--- config.mk ---
export PLATFORM = sky130hd
export DESIGN_NAME = bpu_queue
export DESIGN_NICKNAME = d
export VERILOG_FILES = /design/src/rtl/bpu_pkg.sv /design/src/rtl/bpu_queue.sv
export VERILOG_INCLUDE_DIRS = /design/src /design/src/rtl
export SDC_FILE = /design/constraint.sdc
export NUM_CORES = 1
export LEC_CHECK = 0
export BUFFER_PORTS_ARGS = -buffer_cell sky130_fd_sc_hd__buf_4
export CAP_MARGIN = 20
export CORE_UTILIZATION = 30
export DETAILED_ROUTE_END_ITERATION = 10
export PLACE_DENSITY_LB_ADDON = 0.05
export SETUP_SLACK_MARGIN = 0.3
export SLEW_MARGIN = 40
export SYNTH_ARGS = -nofsm -noshare
export SYNTH_HDL_FRONTEND = slang
export SYNTH_SLANG_ARGS = --single-unit
--- constraint.sdc ---
create_clock -name clk -period 8.1 [get_ports clk]
set_clock_uncertainty 0.05 [all_clocks]
set_input_delay 0.405 -clock clk [delete_from_list [all_inputs] [get_ports clk]]
set_output_delay 0.405 -clock clk [all_outputs]
set_load 0.02 [all_outputs]
--- src/rtl/bmp_pixel_unpacker_assert.svh ---
// Assertion macros shared by the BMP pixel unpacker modules.
`ifndef BMP_PIXEL_UNPACKER_ASSERT_SVH
`define BMP_PIXEL_UNPACKER_ASSERT_SVH

// Same-cycle implication, disabled while reset is asserted.
`define BPU_ASSERT_IMP(name, clk_s, rst_s, ante, cons, msg) \
    name: assert property (@(posedge clk_s) disable iff (!rst_s) (ante) |-> (cons)) \
        else $error(msg);

// Next-cycle implication, disabled while reset is asserted.
`define BPU_ASSERT_NXT(name, clk_s, rst_s, ante, cons, msg) \
    name: assert property (@(posedge clk_s) disable iff (!rst_s) (ante) |=> (cons)) \
        else $error(msg);

`endif

--- src/rtl/bpu_pkg.sv ---
// Types and constants shared by the BMP pixel unpacker modules.
package bpu_pkg;

    // Request kinds on the input channel
    localparam logic REQ_PALETTE = 1'b0;
    localparam logic REQ_PIXEL   = 1'b1;

    // depth_mode codes
    localparam logic [2:0] MODE_BPP1  = 3'd0;
    localparam logic [2:0] MODE_BPP4  = 3'd1;
    localparam logic [2:0] MODE_BPP8  = 3'd2;
    localparam logic [2:0] MODE_BPP24 = 3'd3;
    localparam logic [2:0] MODE_BPP32 = 3'd4;

    // Configuration register indexes
    localparam logic [2:0] REG_DEPTH_MODE    = 3'd0;
    localparam logic [2:0] REG_IMAGE_WIDTH   = 3'd1;
    localparam logic [2:0] REG_IMAGE_HEIGHT  = 3'd2;
    localparam logic [2:0] REG_KEEP_ALPHA    = 3'd3;
    localparam logic [2:0] REG_SWAP_RED_BLUE = 3'd4;

    localparam int CFG_ADDR_W = 3;
    localparam int CFG_DATA_W = 13;

    // Geometry limits and masks
    localparam logic [12:0] MAX_WIDTH_C   = 13'd4096;
    localparam logic [12:0] HEIGHT_LIMIT  = 13'd4096;
    localparam logic [15:0] STRIDE_MASK   = 16'hFFFC;
    localparam logic [31:0] LOW24         = 32'h00FF_FFFF;
    localparam logic [31:0] ALPHA_OPAQUE  = 32'hFF00_0000;

    // Command queue between front and back
    localparam int QUEUE_DEPTH = 4;
    localparam int QPTR_W      = $clog2(QUEUE_DEPTH);
    localparam logic [QPTR_W:0] QCOUNT_FULL = (QPTR_W + 1)'(QUEUE_DEPTH);

    typedef struct packed {
        logic        req_type;
        logic [7:0]  palette_index;
        logic [31:0] palette_value;
        logic [7:0]  data_byte;
    } bpu_in_t;

    typedef struct packed {
        logic [31:0] pixel;
        logic [11:0] column;
        logic        last_in_row;
        logic        last_in_image;
    } bpu_out_t;

    typedef struct packed {
        logic [2:0]  depth_mode;
        logic [12:0] image_width;
        logic [12:0] image_height;
        logic        keep_alpha;
        logic        swap_red_blue;
    } bpu_cfg_t;

    // Work for the back end
    typedef enum logic [2:0] {
        OP_PAL_WRITE,
        OP_BPP1,
        OP_BPP4,
        OP_BPP8,
        OP_DIRECT
    } bpu_op_t;

    typedef struct packed {
        bpu_op_t     op;
        logic [7:0]  index;     // palette write address
        logic [31:0] value;     // palette colour, raw byte or finished direct pixel
        logic [12:0] col;       // column of the first pixel
        logic [3:0]  count;     // pixels in this word, 1..8; 0 for palette writes
        logic        ends_row;  // last pixel of this word closes the row
        logic        last_row;  // word belongs to the final row
    } bpu_cmd_t;

endpackage

--- src/rtl/bpu_queue.sv ---
// Short command queue between the front and back ends.
`include "bmp_pixel_unpacker_assert.svh"
module bpu_queue
    import bpu_pkg::*;
(
    input  logic     clk,
    input  logic     rst_n,
    input  logic     push,
    input  bpu_cmd_t push_cmd,
    input  logic     pop,
    output logic     head_valid,
    output bpu_cmd_t head,
    output logic     full
);
    bpu_cmd_t          entries_reg [QUEUE_DEPTH];
    logic [QPTR_W-1:0] wptr_reg, wptr_next, rptr_reg, rptr_next;
    logic [QPTR_W:0]   count_reg, count_next;

    always_comb
    begin
        wptr_next  = push ? wptr_reg + 1'b1 : wptr_reg;
        rptr_next  = pop ? rptr_reg + 1'b1 : rptr_reg;
        count_next = count_reg;
        if (push && !pop)
        begin
            count_next = count_reg + 1'b1;
        end
        else if (pop && !push)
        begin
            count_next = count_reg - 1'b1;
        end
    end

    assign head_valid = (count_reg != '0);
    assign head       = entries_reg[rptr_reg];
    assign full       = (count_reg == QCOUNT_FULL);

    // Storage
    always_ff @(posedge clk)
    begin
        if (push)
        begin
            entries_reg[wptr_reg] <= push_cmd;
        end
    end

    // Pointers
    always_ff @(posedge clk or negedge rst_n)
    begin
        if (!rst_n)
        begin
            wptr_reg  <= '0;
            rptr_reg  <= '0;
            count_reg <= '0;
        end
        else
        begin
            wptr_reg  <= wptr_next;
            rptr_reg  <= rptr_next;
            count_reg <= count_next;
        end
    end

    `BPU_ASSERT_IMP(a_push_not_full, clk, rst_n, push, !full, "push into full queue")
    `BPU_ASSERT_IMP(a_pop_not_empty, clk, rst_n, pop, head_valid, "pop from empty queue")
endmodule

==> out/results.md <==
| Step | Result | Value |
| --- | --- | --- |
| synthesis | Netlist area before placement | 9420 um^2 |
| timing | Worst relative slew slack | 54.3% |
| drt | Post-route antenna net violation count | 0 |
| pwr | Peak supply drop | 0.000174 V |
| synthesis | Number of warnings reported in the yosys synthesis log | 0 |
| drt | Total Routed Length | 19.0 mm |
| global routing | Met1 usage in global routing | 15.8% |
| global routing | Grt peak-use layer | met2 |
| global routing | Maximum number of pins on one net before global-route repair | 41 |
| critical path | CP startpoint kind | register |
| cells and area | FILL cells | 2820 |
| global routing | Global-route total usage across every layer | 12.0% |
| pwr | Net Sw Frac | 30.6% |
| global routing | Global Route met2 Usage | 20.0% |
| placement | Number of instances in the placed design | 876 |
| timing | Setup repair after global routing missed its margin | no |
| critical path | Crit Path Category | reg2out |
| critical path | Max FO, Critical Path | 38 |
| pwr | Internal | 3100 uW |
| die | Area inside the core boundary | 30700 um^2 |
| critical path | Required time at the endpoint of the critical path | 7650 ps |
| timing | Upper clock frequency limit | 0.311 GHz |
| timing | Final Cycle Share | 39.7% |
| drt | Per-cell routed wire length | 19.8 um |
| drt | Number of remaining DRC errors | 24 |
| run status | Run status | finished with violations |
| synthesis | Register bit count reported by yosys | 255 |
| timing | Number of pins with negative max-slew slack in the final report | 0 |
| synthesis | Synth Instances | 358 |
| global routing | Leftover overflow at the end of global routing | 0 |
| min path | Hold WC Path Type | in2reg |
| critical path | Worst reg2reg setup slack | 5930 ps |
| clock tree | H-tree level count | 1 |
| clock tree | Clock tree from TritonCTS | done |
| die | Die Ht | 179 um |
| timing | Final setup vio count | 0 |
| global routing | Via count of the first global-routing pass | 4746 |
| clock tree | Later-pin clock latency in the skew report | 540 ps |
| synthesis | Share of synthesized area occupied by flip-flops and latches | 80.9% |
| timing | Final-layout worst hold slack | 29.5 ps |
| timing | Setup TNS | 0 ps |
| die | Die Area | 32100 um^2 |
| drt | Total via count in the routed design | 4301 |
| drt | Router iterations before antenna repair | 7 |
| die | Initial Util | 30.6% |
| run status | Violated checks | design-rule violations |
| cells and area | Proportion of layout cells with a drive suffix above 1 | 42.2% |
| synthesis | Mean cell area of the mapped netlist | 26.3 um^2 |
| die | Die Width | 179 um |
| synthesis | Number of distinct library cells after synthesis | 19 |
| cells and area | Final core occ | 39.2% |
| critical path | Ordered cell list for the critical path | buf_6 -> mux4_1 -> buf_4 |
| placement | Detailed-placement wirelength estimate | 10.8 mm |
| pwr | Total power per unit cell area | 370 nW/um^2 |
| clock tree | CTS Buf Count | 28 |
| global routing | Wire length of the first global-routing pass | 28.2 mm |
| synthesis | Synthesized net count | 430 |
| timing | Number of hold violations in the final report | 0 |
| global routing | Met3 capacity usage during global routing | 2.59% |
| placement | Buffers added on ports | 129 |
| critical path | Max stage delay cell, worst path | dfrtp_4 |
| critical path | Family of cells with the greatest summed delay on the critical path | flip-flops |
| cells and area | Number of cells in the finished layout apart from fillers | 963 |
| cells and area | Area delta synth->final | 27.9% |
| clock tree | Post-CTS setup-driven buffer insertion count | 0 |
| timing | Min Clock Period, post-route | 3220 ps |
| global routing | Number of antenna violations at the first check in global routing | 0 |
| critical path | Bufs and invs on worst path | 2 |
| drt | Mean number of vias per cell | 4.47 |
| timing | Worst-margin pin slew | 686 ps |
| cells and area | Count of nets after finishing | 618 |
| critical path | CP peak stage delay | 800 ps |
| clock tree | CTS max path bufs | 3 |
| drt | Initial DRC Count | 195 |
| die | Standard-cell rows | 64 |
| critical path | CP endpoint kind | primary output |
| critical path | Crit path DAT | 2760 ps |
| flow run | Max-cap violations | 0 |
| cells and area | Flip-flop count of the largest register, all copies and words added | 248 |
| placement | Placer congestion estimate | 0.607 |
| pwr | Clock Power Share | 27.0% |
| pwr | Net switching power figure | 1360 uW |
| die | Total I/O pin count | 130 |
| pwr | Combinational cell fraction of total power | 31.7% |
| pwr | Static leakage | 0.00413 uW |
| clock tree | CTS sink cnt | 255 |
| clock tree | Clock Tree Root | clkbuf_16 |
| clock tree | Clock transition at the registers of the reported paths | 60 ps |
| pwr | Sequential power share | 41.3% |
-- Yosys cell counts, drive strengths merged --
| cell type | number | share of area (%) |
|---|---|---|
| dfrtp | 7 | 1.9 |
| nor3b | 1 | 0.080 |
| and2 | 4 | 0.27 |
| nor2 | 1 | 0.040 |
| xor2 | 4 | 0.37 |
| edfxtp | 248 | 79 |
| ha | 5 | 0.66 |
| inv | 4 | 0.16 |
| buf | 14 | 1.8 |
| mux4 | 62 | 15 |
| xnor2 | 2 | 0.19 |
| mux2 | 1 | 0.12 |
| or3 | 1 | 0.066 |
| nand2 | 2 | 0.080 |
| o21ai | 1 | 0.053 |
| fa | 1 | 0.21 |
-- cells by family (layout without fill, tap and decap cells) --
group / Yosys count / after routing / synth area share [%]
DFF: 255 / 255 / 80.9
buffers and inverters: 18 / 226 / 1.93
AOI/OAI and AO/OA: 1 / 1 / 0.0531
xor gates and xnor gates: 6 / 6 / 0.558
adders and majority gates: 6 / 6 / 0.877
and+or+nand+nor: 9 / 9 / 0.532
muxes: 63 / 63 / 15.1
other: 0 / 1 / 0
-- layout make-up --
class	instances	area, um^2	share of cell area, %
repair buffers	172	1410	11.7
clock inverters	13	110	0.914
inverters	4	15.0	0.125
diodes	1	2.50	0.0208
clock buffers	37	756	6.28
flip-flops and latches	255	7630	63.4
multi-input cells	85	1620	13.5
well taps	396	495	4.11
-- routing by layer --
metal,vias to the layer above,wire length (um),part of all wire [%]
met5,-,0,0
li1,1907,-,-
met1,2243,8180,43
met4,0,544,2.9
met3,35,1110,5.8
met2,116,9210,48
-- path summary, 6_finish.rpt --
check / from / depth (start not counted) / endpoint
max: rptr_reg[0] / 3 / head[57]
min: push_cmd[60] / 1 / entries_reg[0][60]
max reg2reg: wptr_reg[0] / 4 / entries_reg[0][53]
min reg2reg: count_reg[2] / 1 / count_reg[2]
max in group asynchronous: rst_n / 2 / rptr_reg[0]
min in group asynchronous: rst_n / 2 / count_reg[2]
-- layout by cell type (no fill, tap or decap), drive strengths merged --
master,n
or3,1
edfxtp,248
xnor2,2
ha,5
bufinv,2
mux2,1
dfrtp,7
fa,1
mux4,62
dlygate4sd3,36
diode,1
xor2,4
buf,136
nor2,1
inv,4
and2,4
nand2,2
clkinv,11
clkbuf,37
nor3b,1
o21ai,1
-- worst reg2reg max path, stage by stage, from the launching register on --
cell and delay (ps):
dfrtp_1 420, inv_1 100, ha_1 140, and2_4 580
buf_4 510
-- stage by stage --
step	area [um^2]	power, uW	setup slack (ps)
after global routing	12000	4680	4650
after global placement	10800	3300	5090
after detailed placement	10800	3330	5320
after floorplan	9420	2780	5550
final	12000	4460	4880
after CTS	12000	4560	4730
-- power groups by stage --
stage | Sequential [uW] | Combinational, uW | Clock, uW
final | 1840 | 1420 | 1200
after global routing | 1870 | 1530 | 1290
after CTS | 1850 | 1470 | 1240
after detailed placement | 1880 | 1450 | 0
after global placement | 1930 | 1370 | 0
after floorplan | 1800 | 974 | 0
-- timing repair --
| action | 4_1_cts | 5_1_grt |
|---|---|---|
| hold buffers | 36 | 0 |
| resized for setup | 0 | 0 |
| hold endpoints to repair | 135 | 0 |
Note: power is estimated with default switching activity, not from simulation.
