File: config.mk
export PLATFORM = sky130hd
export DESIGN_NAME = bpu_front
export DESIGN_NICKNAME = d
export VERILOG_FILES = /design/src/rtl/bpu_pkg.sv /design/src/rtl/bpu_front.sv
export VERILOG_INCLUDE_DIRS = /design/src /design/src/rtl
export SDC_FILE = /design/constraint.sdc
export NUM_CORES = 1
export LEC_CHECK = 0
export BUFFER_PORTS_ARGS = -buffer_cell sky130_fd_sc_hd__clkbuf_2
export CORE_ASPECT_RATIO = 0.7
export CORE_UTILIZATION = 43
export DETAILED_ROUTE_END_ITERATION = 10
export SYNTH_ARGS = -nofsm -noshare
export SYNTH_HDL_FRONTEND = slang
export SYNTH_SLANG_ARGS = --single-unit
File: constraint.sdc
create_clock -name clk -period 10.1 [get_ports clk]
set_input_delay 1.01 -clock clk [delete_from_list [all_inputs] [get_ports clk]]
set_output_delay 1.01 -clock clk [all_outputs]
set_load 0.005 [all_outputs]
File: src/rtl/bmp_pixel_unpacker_assert.svh
// Assertion macros shared by the BMP pixel unpacker modules.
`ifndef BMP_PIXEL_UNPACKER_ASSERT_SVH
`define BMP_PIXEL_UNPACKER_ASSERT_SVH

// Same-cycle implication, disabled while reset is asserted.
`define BPU_ASSERT_IMP(name, clk_s, rst_s, ante, cons, msg) \
    name: assert property (@(posedge clk_s) disable iff (!rst_s) (ante) |-> (cons)) \
        else $error(msg);

// Next-cycle implication, disabled while reset is asserted.
`define BPU_ASSERT_NXT(name, clk_s, rst_s, ante, cons, msg) \
    name: assert property (@(posedge clk_s) disable iff (!rst_s) (ante) |=> (cons)) \
        else $error(msg);

`endif

File: src/rtl/bpu_pkg.sv
// Types and constants shared by the BMP pixel unpacker modules.
package bpu_pkg;

    // Request kinds on the input channel
    localparam logic REQ_PALETTE = 1'b0;
    localparam logic REQ_PIXEL   = 1'b1;

    // depth_mode codes
    localparam logic [2:0] MODE_BPP1  = 3'd0;
    localparam logic [2:0] MODE_BPP4  = 3'd1;
    localparam logic [2:0] MODE_BPP8  = 3'd2;
    localparam logic [2:0] MODE_BPP24 = 3'd3;
    localparam logic [2:0] MODE_BPP32 = 3'd4;

    // Configuration register indexes
    localparam logic [2:0] REG_DEPTH_MODE    = 3'd0;
    localparam logic [2:0] REG_IMAGE_WIDTH   = 3'd1;
    localparam logic [2:0] REG_IMAGE_HEIGHT  = 3'd2;
    localparam logic [2:0] REG_KEEP_ALPHA    = 3'd3;
    localparam logic [2:0] REG_SWAP_RED_BLUE = 3'd4;

    localparam int CFG_ADDR_W = 3;
    localparam int CFG_DATA_W = 13;

    // Geometry limits and masks
    localparam logic [12:0] MAX_WIDTH_C   = 13'd4096;
    localparam logic [12:0] HEIGHT_LIMIT  = 13'd4096;
    localparam logic [15:0] STRIDE_MASK   = 16'hFFFC;
    localparam logic [31:0] LOW24         = 32'h00FF_FFFF;
    localparam logic [31:0] ALPHA_OPAQUE  = 32'hFF00_0000;

    // Command queue between front and back
    localparam int QUEUE_DEPTH = 4;
    localparam int QPTR_W      = $clog2(QUEUE_DEPTH);
    localparam logic [QPTR_W:0] QCOUNT_FULL = (QPTR_W + 1)'(QUEUE_DEPTH);

    typedef struct packed {
        logic        req_type;
        logic [7:0]  palette_index;
        logic [31:0] palette_value;
        logic [7:0]  data_byte;
    } bpu_in_t;

    typedef struct packed {
        logic [31:0] pixel;
        logic [11:0] column;
        logic        last_in_row;
        logic        last_in_image;
    } bpu_out_t;

    typedef struct packed {
        logic [2:0]  depth_mode;
        logic [12:0] image_width;
        logic [12:0] image_height;
        logic        keep_alpha;
        logic        swap_red_blue;
    } bpu_cfg_t;

    // Work for the back end
    typedef enum logic [2:0] {
        OP_PAL_WRITE,
        OP_BPP1,
        OP_BPP4,
        OP_BPP8,
        OP_DIRECT
    } bpu_op_t;

    typedef struct packed {
        bpu_op_t     op;
        logic [7:0]  index;     // palette write address
        logic [31:0] value;     // palette colour, raw byte or finished direct pixel
        logic [12:0] col;       // column of the first pixel
        logic [3:0]  count;     // pixels in this word, 1..8; 0 for palette writes
        logic        ends_row;  // last pixel of this word closes the row
        logic        last_row;  // word belongs to the final row
    } bpu_cmd_t;

endpackage

File: src/rtl/bpu_front.sv
// Front end: accepts words, tracks row position and builds back-end commands.
`include "bmp_pixel_unpacker_assert.svh"
module bpu_front
    import bpu_pkg::*;
(
    input  logic     clk,
    input  logic     rst_n,
    input  logic     in_valid,
    output logic     in_stall,
    input  bpu_in_t  in_word,
    input  bpu_cfg_t cfg,
    input  logic     q_full,
    output logic     push,
    output bpu_cmd_t push_cmd
);
    logic [12:0] col_reg, col_next;
    logic [11:0] row_reg, row_next;
    logic [15:0] rb_reg, rb_next;
    logic [23:0] partial_reg, partial_next;
    logic [1:0]  pb_reg, pb_next;

    logic [12:0] w_raw, w, h_raw, h, rem, row_inc;
    logic [15:0] data_len, stride, rb_inc;
    logic        accept, is_pix, mode_ok, is_direct, in_row, emit_direct, row_end, last_row;
    logic [3:0]  npix;
    logic [31:0] p24, p32, p_raw, p_fin;
    bpu_op_t     op;
    logic [7:0]  b;

    // Geometry from the registers
    always_comb
    begin
        w_raw = (cfg.image_width == '0) ? 13'd1 : cfg.image_width;
        w     = (w_raw > MAX_WIDTH_C) ? MAX_WIDTH_C : w_raw;
        h_raw = (cfg.image_height == '0) ? 13'd1 : cfg.image_height;
        h     = (h_raw > HEIGHT_LIMIT) ? HEIGHT_LIMIT : h_raw;
        case (cfg.depth_mode)
            MODE_BPP1:  data_len = (16'(w) + 16'd7) >> 3;
            MODE_BPP4:  data_len = (16'(w) + 16'd1) >> 1;
            MODE_BPP8:  data_len = 16'(w);
            MODE_BPP24: data_len = (16'(w) << 1) + 16'(w);
            default:    data_len = 16'(w) << 2;
        endcase
        stride = (data_len + 16'd3) & STRIDE_MASK;
    end

    // Classify the word and work out how many pixels it yields
    always_comb
    begin
        b           = in_word.data_byte;
        accept      = in_valid && !q_full;
        is_pix      = (in_word.req_type == REQ_PIXEL);
        mode_ok     = cfg.depth_mode inside {[MODE_BPP1:MODE_BPP32]};
        is_direct   = cfg.depth_mode inside {MODE_BPP24, MODE_BPP32};
        in_row      = (col_reg < w);
        rem         = w - col_reg;
        emit_direct = 1'b0;
        case (cfg.depth_mode)
            MODE_BPP1:
            begin
                op   = OP_BPP1;
                npix = (rem >= 13'd8) ? 4'd8 : rem[3:0];
            end
            MODE_BPP4:
            begin
                op   = OP_BPP4;
                npix = (rem >= 13'd2) ? 4'd2 : 4'd1;
            end
            MODE_BPP8:
            begin
                op   = OP_BPP8;
                npix = 4'd1;
            end
            MODE_BPP24:
            begin
                op          = OP_DIRECT;
                emit_direct = (pb_reg >= 2'd2);
                npix        = emit_direct ? 4'd1 : 4'd0;
            end
            default:
            begin
                op          = OP_DIRECT;
                emit_direct = (pb_reg == 2'd3);
                npix        = emit_direct ? 4'd1 : 4'd0;
            end
        endcase
        if (!in_row)
        begin
            npix = 4'd0;
        end

        // Direct colour assembly, little-endian, optional red/blue swap
        p24   = ((32'(partial_reg) | {8'h00, b, 16'h0000}) & LOW24) | ALPHA_OPAQUE;
        p32   = (32'(partial_reg) & LOW24) | (cfg.keep_alpha ? {b, 24'h0} : ALPHA_OPAQUE);
        p_raw = (cfg.depth_mode == MODE_BPP24) ? p24 : p32;
        p_fin = cfg.swap_red_blue ? {p_raw[31:24], p_raw[7:0], p_raw[15:8], p_raw[23:16]}
                                  : p_raw;

        row_inc  = 13'(row_reg) + 13'd1;
        last_row = (row_inc == h);
        rb_inc   = rb_reg + 16'd1;
        row_end  = (rb_inc >= stride);

        // Command word
        if (!is_pix)
        begin
            push_cmd.op       = OP_PAL_WRITE;
            push_cmd.index    = in_word.palette_index;
            push_cmd.value    = in_word.palette_value;
            push_cmd.col      = '0;
            push_cmd.count    = '0;
            push_cmd.ends_row = 1'b0;
            push_cmd.last_row = 1'b0;
        end
        else
        begin
            push_cmd.op       = op;
            push_cmd.index    = '0;
            push_cmd.value    = is_direct ? p_fin : {24'h0, b};
            push_cmd.col      = col_reg;
            push_cmd.count    = npix;
            push_cmd.ends_row = ((col_reg + 13'(npix)) == w);
            push_cmd.last_row = last_row;
        end
        push = accept && (!is_pix || (mode_ok && (npix != 4'd0)));

        // Position update
        col_next     = col_reg;
        row_next     = row_reg;
        rb_next      = rb_reg;
        partial_next = partial_reg;
        pb_next      = pb_reg;
        if (accept && is_pix && mode_ok)
        begin
            col_next = col_reg + 13'(npix);
            if (in_row && is_direct)
            begin
                if (emit_direct)
                begin
                    partial_next = '0;
                    pb_next      = '0;
                end
                else
                begin
                    case (pb_reg)
                        2'd0:    partial_next[7:0]   = b;
                        2'd1:    partial_next[15:8]  = b;
                        default: partial_next[23:16] = b;
                    endcase
                    pb_next = pb_reg + 2'd1;
                end
            end
            rb_next = rb_inc;
            if (row_end)
            begin
                rb_next      = '0;
                col_next     = '0;
                partial_next = '0;
                pb_next      = '0;
                row_next     = (row_inc >= h) ? 12'd0 : row_inc[11:0];
            end
        end
    end

    assign in_stall = q_full;

    always_ff @(posedge clk or negedge rst_n)
    begin
        if (!rst_n)
        begin
            col_reg     <= '0;
            row_reg     <= '0;
            rb_reg      <= '0;
            partial_reg <= '0;
            pb_reg      <= '0;
        end
        else
        begin
            col_reg     <= col_next;
            row_reg     <= row_next;
            rb_reg      <= rb_next;
            partial_reg <= partial_next;
            pb_reg      <= pb_next;
        end
    end

    // An 8-bit byte inside the row always produces work
    `BPU_ASSERT_IMP(a_bpp8_pushes, clk, rst_n, accept && is_pix && cfg.depth_mode == MODE_BPP8 && col_reg < w, push, "8-bit pixel byte dropped")
endmodule

==> results.sh <==
export IMPL_cts_tree="done"
export IMPL_yosysTopAreaCell="dfrtp_1"
export IMPL_fin_util_pct=50.3
export IMPL_first_pass_iters=6
export IMPL_rows=41
export IMPL_clock_path_buffers=2
export IMPL_syn_cell_area_um2=8220
export IMPL_synth_cell_types=90
export IMPL_setup_viol=0
export IMPL_rsz0062_at_grt="no"
export IMPL_combPwrFrac_pct=41.8
export IMPL_critPathCaptureType="output pin"
export IMPL_antenna_cells=0
export IMPL_die_w_um=167
export IMPL_place_congestion=0.951
export IMPL_grt_max_degree=73
export IMPL_yosys_warnings=0
export IMPL_period_needed_ps=8620
export IMPL_grt_antenna_before_repair=0
export IMPL_cts_resized=0
export IMPL_nets=1342
export IMPL_skew_ps=6.40
export IMPL_antenna_left=0
export IMPL_dp_cells=1413
export IMPL_ir_drop_v=0.0000836
export IMPL_async_reset_ff_share_pct=100
export IMPL_setup_tns_ps=0
export IMPL_p_leak_nw=4.28
export IMPL_ios=148
export IMPL_design_core_area_um2=18400
export IMPL_grt_usage_pct=24.4
export IMPL_hold_buffers=0
export IMPL_h_tree_depth=3
export IMPL_power_switching_mw=0.438
export IMPL_syn_num_nets=1240
export IMPL_wire_per_inst_um=16.7
export IMPL_final_max_slew_violation_count=0
export IMPL_post_cts_buffers=0
export IMPL_fin_cells=1428
export IMPL_grt_overflow=0
export IMPL_status="complete, no violations"
export IMPL_synth_edf_count=0
export IMPL_drv_cap=0
export IMPL_wirelength_um=23900
export IMPL_critPathSlowestCell="nor2b_1"
export IMPL_power_frac_clock_pct=26.5
export IMPL_worstSetupPathType="input pin to output pin"
export IMPL_cts_root_buffer="clkbuf_16"
export IMPL_startpoint_type="input pin"
export IMPL_insertion_delay_ps=330
export IMPL_cp_arrival_ps=7610
export IMPL_path_max_fanout=30
export IMPL_drcViolationCount=0
export IMPL_max_stage_delay_ps=550
export IMPL_cts_made_buffers=9
export IMPL_crit_chain="clkbuf_2 > nor2b_1 > inv_1 > fa_1 > nand2b_1 > a21oi_1 > a2bb2oi_1 > o2111ai_1 > a211oi_1 > o211ai_1 > nor3_2 > o21ai_0 > a21oi_1 > fa_1 > a21o_1 > a21oi_1 > or4_1 > xnor2_1 > or3b_2 > mux2_2 > o21a_1 > a2111oi_2 > clkbuf_2"
export IMPL_synth_ff_type="dfrtp_1"
export IMPL_synthCells=1086
export IMPL_numPortBuffers=147
export IMPL_drive_above_1_share_pct=17.3
export IMPL_yosysTopAreaCellShare_pct=20.4
export IMPL_switching_share_pct=37.5
export IMPL_critPathMostFrequentCell="a21oi_1"
export IMPL_synthTopCellsByArea="dfrtp_1 (20%), ha_1 (10%), xnor2_1 (5.9%), o21ai_0 (5.5%), nand2_1 (5.4%)"
export IMPL_hold_class="flip-flop to flip-flop"
export IMPL_dp_hpwl_um=18400
export IMPL_grt_pass1_wl_um=39100
export IMPL_initial_core_util_pct=44.7
export IMPL_power_density_nw_per_um2=126
export IMPL_fmax_ghz=0.116
export IMPL_ys_ff_latch=67
export IMPL_fin_crit_sh_pct=85.3
export IMPL_clock_sinks=67
export IMPL_seqPwrFrac_pct=31.7
export IMPL_area_growth_pct=12.5
export IMPL_yosysSeqAreaShare_pct=20.4
export IMPL_worst_slew_pin_slew_ps=1060
export IMPL_internal_power_mw=0.730
export IMPL_relSlewSlack_pct=29.0
export IMPL_die_h_um=118
export IMPL_rr_worst_depth=21
export IMPL_grt_pass1_vias=7504
export IMPL_clk_pin_slew_ps=50
export IMPL_required_ps=9090
export IMPL_dieArea_um2=19700
export IMPL_power_mw=1.17
export IMPL_vias=8167
export IMPL_largest_register_ff_count=24
export IMPL_holdWs_ps=501
export IMPL_drt_iter0_drc=768
export IMPL_holdPathStages=2
export IMPL_hold_violations=0
export IMPL_synth_avg_cell_area_um2=7.57
export IMPL_via_per_inst=5.72
==> routing by layer <==
layer  vias to the layer above  global-route usage, %  share of wire, %
met4                         0                   2.87              0.33
met2                       308                   34.6                40
met5                         -                      0                 0
met3                         8                   4.84               8.1
li1                       4098                      -                 -
met1                      3753                   38.3                51
==> worst max-delay path: cells and delay by family <==
kind	cells	cell delay [ps]
compound gates	11	2470
simple gates	5	2050
buf+inv	3	840
fa+ha+maj	2	760
mux	1	280
xor+xnor	1	200
==> final cells by class <==
class / instances / area [µm²]
Multi-Input combinational cell: 896 / 5960
Timing Repair Buffer: 154 / 788
Clock inverter: 4 / 51.3
Fill cell: 1824 / 9120
Sequential cell: 67 / 1680
Inverter: 60 / 230
Tap cell: 236 / 295
Clock buffer: 11 / 243
==> stage by stage <==
stage                     worst slack [ps]  area (µm²)
after detailed placement              1660        8950
final                                 1480        9240
after floorplan                       2680        8220
after global routing                  1030        9240
after CTS                             1620        9240
after global placement                1790        8950
==> final timing paths <==
check                           start     endpoint  slack (ps)
setup / recovery              cfg[27]  push_cmd[1]        1480
hold / removal             rb_reg[15]   rb_reg[15]         500
setup reg to reg           col_reg[0]  col_reg[11]        5060
hold reg to reg            rb_reg[15]   rb_reg[15]         500
max in group asynchronous       rst_n    pb_reg[0]        8650
min in group asynchronous       rst_n   col_reg[7]         870
==> Yosys cell counts (13+ instances only) <==
master    count
a21oi_1      76
a22o_1       24
nand2b_1     32
ha_1         67
xor2_1       26
clkbuf_1     44
o21ai_0      90
nand2_1     118
xnor2_1      55
nand4_1      15
inv_1        58
o22ai_1      13
and3_1       21
and2_1       21
a211oi_1     18
dfrtp_1      67
nor2b_1      23
nor3_1       20
nand3_1      32
nor2_1       78
==> logic make-up after synthesis <==
| logic type | Yosys count | share of synthesized area, % |
|---|---|---|
| adder cells (fa/ha/maj) | 70 | 10.9 |
| flip-flops | 67 | 20.4 |
| XOR/XNOR | 81 | 8.63 |
| buffers and inverters | 123 | 7.13 |
| multiplexers | 8 | 1.16 |
| AND/OR/NAND/NOR | 407 | 25.8 |
| AO/OA/AOI/OAI | 330 | 26.0 |
==> power by group through the flow <==
stage | clock (mW) | sequential [mW] | combinational, mW
after floorplan | 0 | 0.357 | 0.359
after global placement | 0 | 0.373 | 0.480
after detailed placement | 0 | 0.373 | 0.482
after CTS | 0.317 | 0.369 | 0.484
after global routing | 0.328 | 0.379 | 0.551
final | 0.310 | 0.370 | 0.488
==> placed cells by master (no fill, tap or decap), types with 15 or more instances in the layout <==
| master | instances |
|---|---|
| o21ai_0 | 90 |
| and3_1 | 21 |
| a211oi_1 | 18 |
| nand2b_1 | 32 |
| nand4_1 | 15 |
| xor2_1 | 26 |
| dfrtp_1 | 67 |
| a21oi_1 | 76 |
| a22o_1 | 24 |
| clkbuf_2 | 146 |
| nor2b_1 | 23 |
| xnor2_1 | 55 |
| inv_1 | 58 |
| nor2_1 | 78 |
| nand3_1 | 32 |
| nor3_1 | 20 |
| ha_1 | 67 |
| nand2_1 | 118 |
| and2_1 | 21 |
No activity file was read; power rests on OpenSTA's default activity.
